### src/rtl/led_matrix_number_frame_generator_macros.svh
// Assertion macros shared by the frame generator modules
`ifndef LED_MATRIX_NUMBER_FRAME_GENERATOR_MACROS_SVH
`define LED_MATRIX_NUMBER_FRAME_GENERATOR_MACROS_SVH

// same-cycle implication, sampled on clk, off during reset
`define LMFG_ASSERT_NOW(label, ante, cons, msg) \
	label: assert property (@(posedge clk) disable iff (!arst_n) (ante) |-> (cons)) \
		else $error(msg);

// next-cycle implication
`define LMFG_ASSERT_NEXT(label, ante, cons, msg) \
	label: assert property (@(posedge clk) disable iff (!arst_n) (ante) |=> (cons)) \
		else $error(msg);

`endif

### src/rtl/lmfg_pkg.sv
// Types, constants and helper functions for the LED matrix frame generator
`timescale 1ns / 1ps
`default_nettype none

package lmfg_pkg;

	localparam int MODULES    = 4;
	localparam int MOD_N      = (MODULES < 1) ? 1 : ((MODULES > 8) ? 8 : MODULES);
	localparam int WIN_N      = (MOD_N > 4) ? 4 : MOD_N;
	localparam int NUM_DIGITS = 4;
	localparam int QDEPTH     = 2;
	localparam int PTR_W      = (QDEPTH > 1) ? $clog2(QDEPTH) : 1;
	localparam int CNT_W      = $clog2(QDEPTH + 1);
	localparam int VAL_W      = 14;

	// command codes
	localparam logic [1:0] CMD_SHOW  = 2'd0;
	localparam logic [1:0] CMD_CLEAR = 2'd1;
	localparam logic [1:0] CMD_INIT  = 2'd2;

	// configuration register indexes
	localparam logic [1:0] CFG_DEADBAND   = 2'd0;
	localparam logic [1:0] CFG_INTENSITY  = 2'd1;
	localparam logic [1:0] CFG_SCAN_LIMIT = 2'd2;

	localparam logic [15:0] DEADBAND_RESET   = 16'd2;
	localparam logic [3:0]  INTENSITY_RESET  = 4'd8;
	localparam logic [2:0]  SCAN_LIMIT_RESET = 3'd7;
	localparam logic [15:0] LAST_SHOWN_RESET = 16'hFFFF;
	localparam logic [15:0] VALUE_MAX        = 16'd9999;

	// driver register addresses
	localparam logic [3:0] REG_DISPLAY_TEST = 4'h0F;
	localparam logic [3:0] REG_SHUTDOWN     = 4'h0C;
	localparam logic [3:0] REG_SCAN_LIMIT   = 4'h0B;
	localparam logic [3:0] REG_INTENSITY    = 4'h0A;
	localparam logic [3:0] REG_DECODE       = 4'h09;

	// frame counter end points and init steps
	localparam logic [3:0] INIT_LAST     = 4'd12;
	localparam logic [3:0] ROW_LAST      = 4'd7;
	localparam logic [3:0] STEP_TEST     = 4'd0;
	localparam logic [3:0] STEP_SHUTDOWN = 4'd1;
	localparam logic [3:0] STEP_SCAN     = 4'd2;
	localparam logic [3:0] STEP_BRIGHT   = 4'd3;
	localparam logic [3:0] STEP_DECODE   = 4'd4;
	localparam logic [3:0] INIT_ROW_BASE = 4'd4;

	// reciprocal constants for /100 and /10
	localparam logic [12:0] DIV100_MUL = 13'd5243;
	localparam logic [7:0]  DIV10_MUL  = 8'd205;

	typedef struct packed {
		logic [1:0]  cmd;
		logic [15:0] value;
	} in_item_t;

	typedef struct packed {
		logic [3:0]  reg_addr;
		logic [31:0] window_data;
		logic        last_frame;
	} out_item_t;

	typedef enum logic [1:0] {
		JOB_CLEAR,
		JOB_INIT,
		JOB_NUMBER
	} job_kind_t;

	// digits[0] is the ones digit
	typedef struct packed {
		job_kind_t                   kind;
		logic [NUM_DIGITS-1:0][3:0]  digits;
	} job_t;

	function automatic logic [7:0] glyph_row(input logic [3:0] digit, input logic [2:0] row);
		logic [63:0] g;
		logic [5:0]  base;
		case (digit)
			4'd0: g = 64'h3C666E7666663C00;
			4'd1: g = 64'h183818181818_7E00;
			4'd2: g = 64'h3C66061C30607E00;
			4'd3: g = 64'h3C66061C06663C00;
			4'd4: g = 64'h0C1C3C6C7E0C0C00;
			4'd5: g = 64'h7E607C0606663C00;
			4'd6: g = 64'h3C607C6666663C00;
			4'd7: g = 64'h7E060C1830303000;
			4'd8: g = 64'h3C66663C66663C00;
			4'd9: g = 64'h3C66663E060C3800;
			default: g = '0;
		endcase
		base = {3'd7 - row, 3'b000};
		return g[base +: 8];
	endfunction

	function automatic logic [31:0] same_window(input logic [7:0] b);
		logic [31:0] w;
		w = '0;
		for (int i = 0; i < 4; i++) begin
			if (i < WIN_N) begin
				w[8*(3-i) +: 8] = b;
			end
		end
		return w;
	endfunction

endpackage

`default_nettype wire

### src/rtl/lmfg_queue.sv
// Short job queue between the command front end and the frame sequencer
`timescale 1ns / 1ps
`default_nettype none
`include "led_matrix_number_frame_generator_macros.svh"

module lmfg_queue
	import lmfg_pkg::*;
(
	input  wire logic clk,
	input  wire logic arst_n,
	input  wire logic push,
	input  job_t      push_job,
	output logic      full,
	output logic      head_valid,
	output job_t      head_job,
	input  wire logic pop
);

	job_t             entries_q [QDEPTH];
	logic [PTR_W-1:0] wr_ptr_q;
	logic [PTR_W-1:0] rd_ptr_q;
	logic [CNT_W-1:0] count_q;

	assign full       = (count_q == CNT_W'(QDEPTH));
	assign head_valid = (count_q != '0);
	assign head_job   = entries_q[rd_ptr_q];

	function automatic logic [PTR_W-1:0] next_ptr(input logic [PTR_W-1:0] p);
		return (p == PTR_W'(QDEPTH - 1)) ? '0 : p + 1'b1;
	endfunction

	always_ff @(posedge clk or negedge arst_n) begin
		if (!arst_n) begin
			wr_ptr_q <= '0;
			rd_ptr_q <= '0;
			count_q  <= '0;
		end else begin
			if (push) begin
				wr_ptr_q <= next_ptr(wr_ptr_q);
			end
			if (pop) begin
				rd_ptr_q <= next_ptr(rd_ptr_q);
			end
			if (push && !pop) begin
				count_q <= count_q + 1'b1;
			end else if (pop && !push) begin
				count_q <= count_q - 1'b1;
			end
		end
	end

	always_ff @(posedge clk) begin
		if (push) begin
			entries_q[wr_ptr_q] <= push_job;
		end
	end

	`LMFG_ASSERT_NOW(a_pop_nonempty, pop, count_q != '0, "pop from empty job queue")

endmodule

`default_nettype wire

### src/rtl/lmfg_front.sv
// Command front end: deadband filter, clamp and decimal split into jobs
`timescale 1ns / 1ps
`default_nettype none
`include "led_matrix_number_frame_generator_macros.svh"

module lmfg_front
	import lmfg_pkg::*;
(
	input  wire logic        clk,
	input  wire logic        arst_n,
	input  wire logic [15:0] deadband,
	input  wire logic        in_valid,
	output logic             in_stall,
	input  in_item_t         in_data,
	output logic             push,
	output job_t             push_job,
	input  wire logic        q_full
);

	logic             adv;
	logic             accept;
	logic [15:0]      diff;
	logic             show_pass;
	logic             s1_valid_d;
	job_kind_t        s1_kind_d;
	logic [VAL_W-1:0] clamped;
	logic [25:0]      prod;
	logic [13:0]      lo_full;

	logic [15:0]      last_shown_q;
	logic             s1_valid_s1;
	logic             s2_valid_s2;
	logic             s3_valid_s3;
	job_kind_t        kind_s1;
	job_kind_t        kind_s2;
	job_kind_t        kind_s3;
	logic [VAL_W-1:0] n_s1;
	logic [VAL_W-1:0] n_s2;
	logic [6:0]       q_s2;
	logic [6:0]       hi_s3;
	logic [6:0]       lo_s3;

	assign adv      = !(s3_valid_s3 && q_full);
	assign in_stall = !adv;
	assign accept   = in_valid && adv;

	assign diff = (in_data.value > last_shown_q) ? in_data.value - last_shown_q
	                                             : last_shown_q - in_data.value;
	assign show_pass = (in_data.value != last_shown_q) && (diff >= deadband);
	assign clamped   = (in_data.value > VALUE_MAX) ? VAL_W'(VALUE_MAX)
	                                               : in_data.value[VAL_W-1:0];

	always_comb begin
		s1_valid_d = 1'b0;
		s1_kind_d  = JOB_CLEAR;
		case (in_data.cmd)
			CMD_SHOW: begin
				s1_valid_d = show_pass;
				s1_kind_d  = (in_data.value == '0) ? JOB_CLEAR : JOB_NUMBER;
			end
			CMD_CLEAR: begin
				s1_valid_d = 1'b1;
			end
			CMD_INIT: begin
				s1_valid_d = 1'b1;
				s1_kind_d  = JOB_INIT;
			end
			default: begin
				s1_valid_d = 1'b0;
			end
		endcase
	end

	// n / 100 by reciprocal, exact for n <= 9999
	assign prod    = 26'(n_s1) * 26'(DIV100_MUL);
	assign lo_full = n_s2 - ((14'(q_s2) << 6) + (14'(q_s2) << 5) + (14'(q_s2) << 2));

	always_ff @(posedge clk or negedge arst_n) begin
		if (!arst_n) begin
			last_shown_q <= LAST_SHOWN_RESET;
			s1_valid_s1  <= 1'b0;
			s2_valid_s2  <= 1'b0;
			s3_valid_s3  <= 1'b0;
		end else begin
			if (adv) begin
				s1_valid_s1 <= accept && s1_valid_d;
				s2_valid_s2 <= s1_valid_s1;
				s3_valid_s3 <= s2_valid_s2;
			end
			if (accept && (in_data.cmd == CMD_SHOW) && show_pass) begin
				last_shown_q <= in_data.value;
			end
		end
	end

	always_ff @(posedge clk) begin
		if (adv) begin
			kind_s1 <= s1_kind_d;
			n_s1    <= clamped;
			kind_s2 <= kind_s1;
			n_s2    <= n_s1;
			q_s2    <= prod[25:19];
			kind_s3 <= kind_s2;
			hi_s3   <= q_s2;
			lo_s3   <= lo_full[6:0];
		end
	end

	// two decimal digits of a value below 100
	function automatic logic [7:0] split2(input logic [6:0] x);
		logic [14:0] p;
		logic [3:0]  tens;
		logic [6:0]  ones;
		p    = 15'(x) * 15'(DIV10_MUL);
		tens = p[14:11];
		ones = x - ((7'(tens) << 3) + (7'(tens) << 1));
		return {tens, ones[3:0]};
	endfunction

	assign push                 = s3_valid_s3 && !q_full;
	assign push_job.kind        = kind_s3;
	assign push_job.digits[3:2] = split2(hi_s3);
	assign push_job.digits[1:0] = split2(lo_s3);

	`LMFG_ASSERT_NEXT(a_repeat_suppressed,
		accept && (in_data.cmd == CMD_SHOW) && (in_data.value == last_shown_q),
		!s1_valid_s1, "repeated value not suppressed")

endmodule

`default_nettype wire

### src/rtl/lmfg_back.sv
// Frame sequencer: expands one job into latch-window frames
`timescale 1ns / 1ps
`default_nettype none
`include "led_matrix_number_frame_generator_macros.svh"

module lmfg_back
	import lmfg_pkg::*;
(
	input  wire logic       clk,
	input  wire logic       arst_n,
	input  wire logic [3:0] intensity,
	input  wire logic [2:0] scan_limit,
	input  wire logic       head_valid,
	input  job_t            head_job,
	output logic            pop,
	output logic            out_valid,
	input  wire logic       out_stall,
	output out_item_t       out_data
);

	logic       load;
	logic       last;
	logic [3:0] end_cnt;
	out_item_t  frame_d;
	logic [3:0] cnt_q;
	logic       out_valid_q;
	out_item_t  out_data_q;

	assign end_cnt = (head_job.kind == JOB_INIT) ? INIT_LAST : ROW_LAST;
	assign last    = (cnt_q == end_cnt);
	assign load    = head_valid && (!out_valid_q || !out_stall);
	assign pop     = load && last;

	always_comb begin
		frame_d.reg_addr    = cnt_q + 4'd1;
		frame_d.window_data = '0;
		frame_d.last_frame  = last;
		case (head_job.kind)
			JOB_INIT: begin
				case (cnt_q)
					STEP_TEST: begin
						frame_d.reg_addr = REG_DISPLAY_TEST;
					end
					STEP_SHUTDOWN: begin
						frame_d.reg_addr    = REG_SHUTDOWN;
						frame_d.window_data = same_window(8'h01);
					end
					STEP_SCAN: begin
						frame_d.reg_addr    = REG_SCAN_LIMIT;
						frame_d.window_data = same_window({5'b0, scan_limit});
					end
					STEP_BRIGHT: begin
						frame_d.reg_addr    = REG_INTENSITY;
						frame_d.window_data = same_window({4'b0, intensity});
					end
					STEP_DECODE: begin
						frame_d.reg_addr = REG_DECODE;
					end
					default: begin
						frame_d.reg_addr = cnt_q - INIT_ROW_BASE;
					end
				endcase
			end
			JOB_NUMBER: begin
				for (int i = 0; i < 4; i++) begin
					if (i < MOD_N) begin
						if ((MOD_N - 1 - i) < NUM_DIGITS) begin
							frame_d.window_data[8*(3-i) +: 8] =
								glyph_row(head_job.digits[2'(MOD_N - 1 - i)], cnt_q[2:0]);
						end else begin
							frame_d.window_data[8*(3-i) +: 8] = glyph_row(4'd0, cnt_q[2:0]);
						end
					end
				end
			end
			default: begin
				frame_d.window_data = '0;
			end
		endcase
	end

	always_ff @(posedge clk or negedge arst_n) begin
		if (!arst_n) begin
			cnt_q       <= '0;
			out_valid_q <= 1'b0;
		end else begin
			if (load) begin
				cnt_q <= last ? '0 : cnt_q + 4'd1;
			end
			if (load) begin
				out_valid_q <= 1'b1;
			end else if (!out_stall) begin
				out_valid_q <= 1'b0;
			end
		end
	end

	always_ff @(posedge clk) begin
		if (load) begin
			out_data_q <= frame_d;
		end
	end

	assign out_valid = out_valid_q;
	assign out_data  = out_data_q;

	`LMFG_ASSERT_NOW(a_busy_has_job, cnt_q != '0, head_valid,
		"frame counter running without a queued job")
	`LMFG_ASSERT_NOW(a_row_cnt_range, head_valid && (head_job.kind != JOB_INIT),
		cnt_q <= ROW_LAST, "row frame counter out of range")

endmodule

`default_nettype wire

### src/rtl/led_matrix_number_frame_generator.sv
// Top level: configuration registers, command front end, job queue, frame sequencer
// Path of a command: front-end stages s1, s2, s3, then the job queue, then the output register to out_valid.
// Throughput: one frame per cycle while out_stall is low; 8 frames per clear or number, 13 per init,
// set by the frame sequencer; commands are accepted every cycle while the job queue has room.
// Reset: asynchronous, active low; restores the register defaults and the last value 65535.
`timescale 1ns / 1ps
`default_nettype none

module led_matrix_number_frame_generator
	import lmfg_pkg::*;
(
	input  wire logic        clk,
	input  wire logic        arst_n,
	input  wire logic        cfg_we,
	input  wire logic [1:0]  cfg_index,
	input  wire logic [15:0] cfg_data,
	input  wire logic        in_valid,
	output logic             in_stall,
	input  in_item_t         in_data,
	output logic             out_valid,
	input  wire logic        out_stall,
	output out_item_t        out_data
);

	logic [15:0] deadband_q;
	logic [3:0]  intensity_q;
	logic [2:0]  scan_limit_q;
	logic        push;
	job_t        push_job;
	logic        q_full;
	logic        head_valid;
	job_t        head_job;
	logic        pop;

	always_ff @(posedge clk or negedge arst_n) begin
		if (!arst_n) begin
			deadband_q   <= DEADBAND_RESET;
			intensity_q  <= INTENSITY_RESET;
			scan_limit_q <= SCAN_LIMIT_RESET;
		end else if (cfg_we) begin
			case (cfg_index)
				CFG_DEADBAND:   deadband_q   <= cfg_data;
				CFG_INTENSITY:  intensity_q  <= cfg_data[3:0];
				CFG_SCAN_LIMIT: scan_limit_q <= cfg_data[2:0];
				default: begin
				end
			endcase
		end
	end

	lmfg_front u_front (
		.clk      (clk),
		.arst_n   (arst_n),
		.deadband (deadband_q),
		.in_valid (in_valid),
		.in_stall (in_stall),
		.in_data  (in_data),
		.push     (push),
		.push_job (push_job),
		.q_full   (q_full)
	);

	lmfg_queue u_queue (
		.clk        (clk),
		.arst_n     (arst_n),
		.push       (push),
		.push_job   (push_job),
		.full       (q_full),
		.head_valid (head_valid),
		.head_job   (head_job),
		.pop        (pop)
	);

	lmfg_back u_back (
		.clk        (clk),
		.arst_n     (arst_n),
		.intensity  (intensity_q),
		.scan_limit (scan_limit_q),
		.head_valid (head_valid),
		.head_job   (head_job),
		.pop        (pop),
		.out_valid  (out_valid),
		.out_stall  (out_stall),
		.out_data   (out_data)
	);

endmodule

`default_nettype wire

### config.mk
export PLATFORM = sky130hd
export DESIGN_NAME = led_matrix_number_frame_generator
export DESIGN_NICKNAME = d
export VERILOG_FILES = /design/src/rtl/lmfg_pkg.sv /design/src/rtl/lmfg_queue.sv /design/src/rtl/lmfg_front.sv /design/src/rtl/lmfg_back.sv /design/src/rtl/led_matrix_number_frame_generator.sv
export VERILOG_INCLUDE_DIRS = /design/src /design/src/rtl
export SDC_FILE = /design/constraint.sdc
export NUM_CORES = 1
export LEC_CHECK = 0
export BUFFER_PORTS_ARGS = -buffer_cell sky130_fd_sc_hd__buf_4
export CORE_ASPECT_RATIO = 0.6
export CORE_MARGIN = 1
export CORE_UTILIZATION = 45
export CTS_CLUSTER_SIZE = 12
export DETAILED_ROUTE_END_ITERATION = 10
export GPL_TIMING_DRIVEN = 0
export PLACE_DENSITY = 0.63
export SYNTH_ARGS = -nofsm -noshare
export SYNTH_HDL_FRONTEND = slang
export SYNTH_HIERARCHICAL = 1
export SYNTH_MEMORY_MAX_BITS = 65536
export SYNTH_SLANG_ARGS = --single-unit
### constraint.sdc
create_clock -name clk -period 7.25 [get_ports clk]
set_input_delay 0.725 -clock clk [delete_from_list [all_inputs] [get_ports clk]]
set_output_delay 0.725 -clock clk [all_outputs]
set_load 0.1 [all_outputs]
==> metrics.md <==
| Metric | Value |
|---|---|
| Status | complete, no violations |
| Fin Setup TNS | 0 ps |
| Post-detail-place hpwl | 25000 um |
| Skew final | ~11 ps |
| Routability cong. | 0.980 |
| Crit Path Class | reg2reg |
| Htree depth | 4 |
| Clk buf depth | 2 |
| Initial core utilization | 0.467 |
| Layout Nets | between 1500 and 2000 |
| DRT Pass-1 Iters | 6 |
| Fin. max-slew vios | 0 |
| Crit-path slowest cell | edfxtp_1 |
| RSZ-0062 raised after global routing | false |
| Pre-CTS setup slack | approximately 1800 ps |
| CTS clk-pin slew, worst paths | 70 ps |
| Cts repair resizes | 0 |
| # fillers | about 2600 |
| Root Buffer | clkbuf_16 |
| Clk_lat worst skew | 430 ps |
| CTS tree | built |
| First-pass GRT wire length | about 50000 um |
| Area Growth Syn to Fin | 12.5% |
| Worst min path class | in2async |
| Post-CTS Setup Bufs | 0 |
| Start point of the critical path | u_front/n_s1[8] |
| Final hold viol count | 0 |
| CORE AREA | roughly 28000 sq um |
| Reg2Reg Depth | 17 |
| Area of the multi-input gates | 8100 sq um |
| Register area | between 3000 and 4000 sq um |
| Commonest non-fill, non-tap cell in the layout | inv_1 |
| GRT Residual Overflow | 0 |
| Iter 0 DRT Violations | between 800 and 900 |
| Total GRT Usage | 0.215 |
| Hold bufs inserted after CTS | 0 |
| # port buffers | 75 |
| ANT nets after route | 0 |
| # IOs | 80 |
| Share of cells above drive strength 1 | 0.171 |
| Row count | 47 |
| Critical-path cell list | ha_1, inv_1, fa_1, inv_1, fa_1, inv_1, fa_1, fa_1, inv_1, ha_1, nand4_1, nor4bb_1, o22ai_1, o211ai_1, or2_2, a21oi_1, xnor2_1 |
| Avg Vias per Cell | 5.46 |
| DRT Wirelength | 31000 um |
| CP endpoint kind | register |
| # DRC | 0 |
| Post-Syn Area per Cell | roughly 10 sq um |
| Slowest stage delay, CP | about 560 ps |
| CP endpoint | u_front/q_s2[3] |
| Reg2reg setup slack | ~1800 ps |
| Fmax | roughly 0.18 GHz |
| Routed len/inst | about 17 um |
| Pin count of the biggest net entering global routing | 52 |
| Dpl cells | 1750 |
| CTS buffer count | 17 |
| Max-Cap Viols | 0 |
| Final worst setup slack | between 1500 and 2000 ps |
| Startpoint types | register |
| Least-Margin Pin Slew | slightly above 1000 ps |
| Fin crit share | 0.749 |
| Die Area | 29800 sq um |
| Final instance area | ~15000 sq um |
| CP required | 7450 ps |
| Die W | around 220 um |
| N_diodes | 0 |
| Synthesized area | around 13000 sq um |
| Initial antenna violation count | 0 |
| Tmin final | 5430 ps |
| Crit path max fanout | 6 |
| Number of global-route vias before repair | 9319 |
| Arrival @ worst endpoint | approximately 5600 ps |
| Cells after Synth | 1304 |
| Worst rel slew slack | 0.309 |
| Non-filler cells, final | between 1500 and 2000 |
| Critical R2R Launch | u_front/n_s1[8] |
| Final Setup Violations | 0 |
| Placed Instance Area | between 10000 and 15000 sq um |
| R2R Path End | u_front/q_s2[3] |
| Clock sink count | 134 |
| Most frequent cells in the layout | 223 x inv_1, 208 x ha_1, 91 x buf_4 |
| Synth Warn # | 6 |
| Routed via count | roughly 9700 |
| Die span in y | 134 um |
## through the flow
stage          utilization  hold slack (ps)
3_3_place_gp         0.504              402
4_1_cts              0.525              344
2_1_floorplan            -              400
3_5_place_dp         0.504              405
5_1_grt              0.525              382
6_report             0.525              329
## sequential cells by signal, summed over array words and instances (netlist names), 2 cells and up
signal,count
deadband_q,16
u_back/out_data,24
intensity_q,4
u_queue/count_q,2
scan_limit_q,3
u_front/kind_s1,2
u_front/n_s1,14
u_front/kind_s3,2
u_front/n_s2,7
u_front/q_s2,5
u_queue/entries_q,20
u_front/lo_s3,7
u_front/last_shown_q,16
u_back/cnt_q,4
u_front/kind_s2,2
## how the worst min path moves through the flow
stage	from	endpoint	slack [ps]
3_5_place_dp	u_front/kind_s1[1]	u_front/kind_s2[1]	400
6_report	arst_n	deadband_q[13]	330
4_1_cts	arst_n	deadband_q[13]	340
5_1_grt	arst_n	deadband_q[13]	380
2_1_floorplan	u_front/kind_s1[0]	u_front/kind_s2[0]	400
3_3_place_gp	u_front/n_s2[0]	u_front/lo_s3[0]	400
## worst max-delay path, delay by kind of cell (launching register included)
kind	cells	cell delay, ps
buffers and inverters	4	230
flip-flops	1	560
AND/OR/NAND/NOR	3	690
XOR/XNOR	1	360
AO/OA/AOI/OAI	3	670
adder cells (fa/ha/maj)	6	2690
## layer usage
metal  vias to the layer above  part of all wire  wire [um]  track usage
li1                       4692                 -          -            -
met1                      4690              0.52      16100        0.343
met2                       324              0.40      12400        0.296
met3                        28             0.070       2180       0.0401
met4                         0            0.0095        293       0.0448
met5                         -                 0          0            0
## layout make-up
cell class / count / share of cell area
buffer: 58 / 0.0251
clock buffer: 17 / 0.0289
clock inverter: 15 / 0.0102
inverter: 225 / 0.0574
multi-input combinational: 890 / 0.550
sequential: 134 / 0.258
tap: 367 / 0.0312
timing repair buffer: 76 / 0.0396
Power is left out: the tool's default activity adds up to more than one toggle a clock period on the data nets, which glitch-free logic cannot reach.
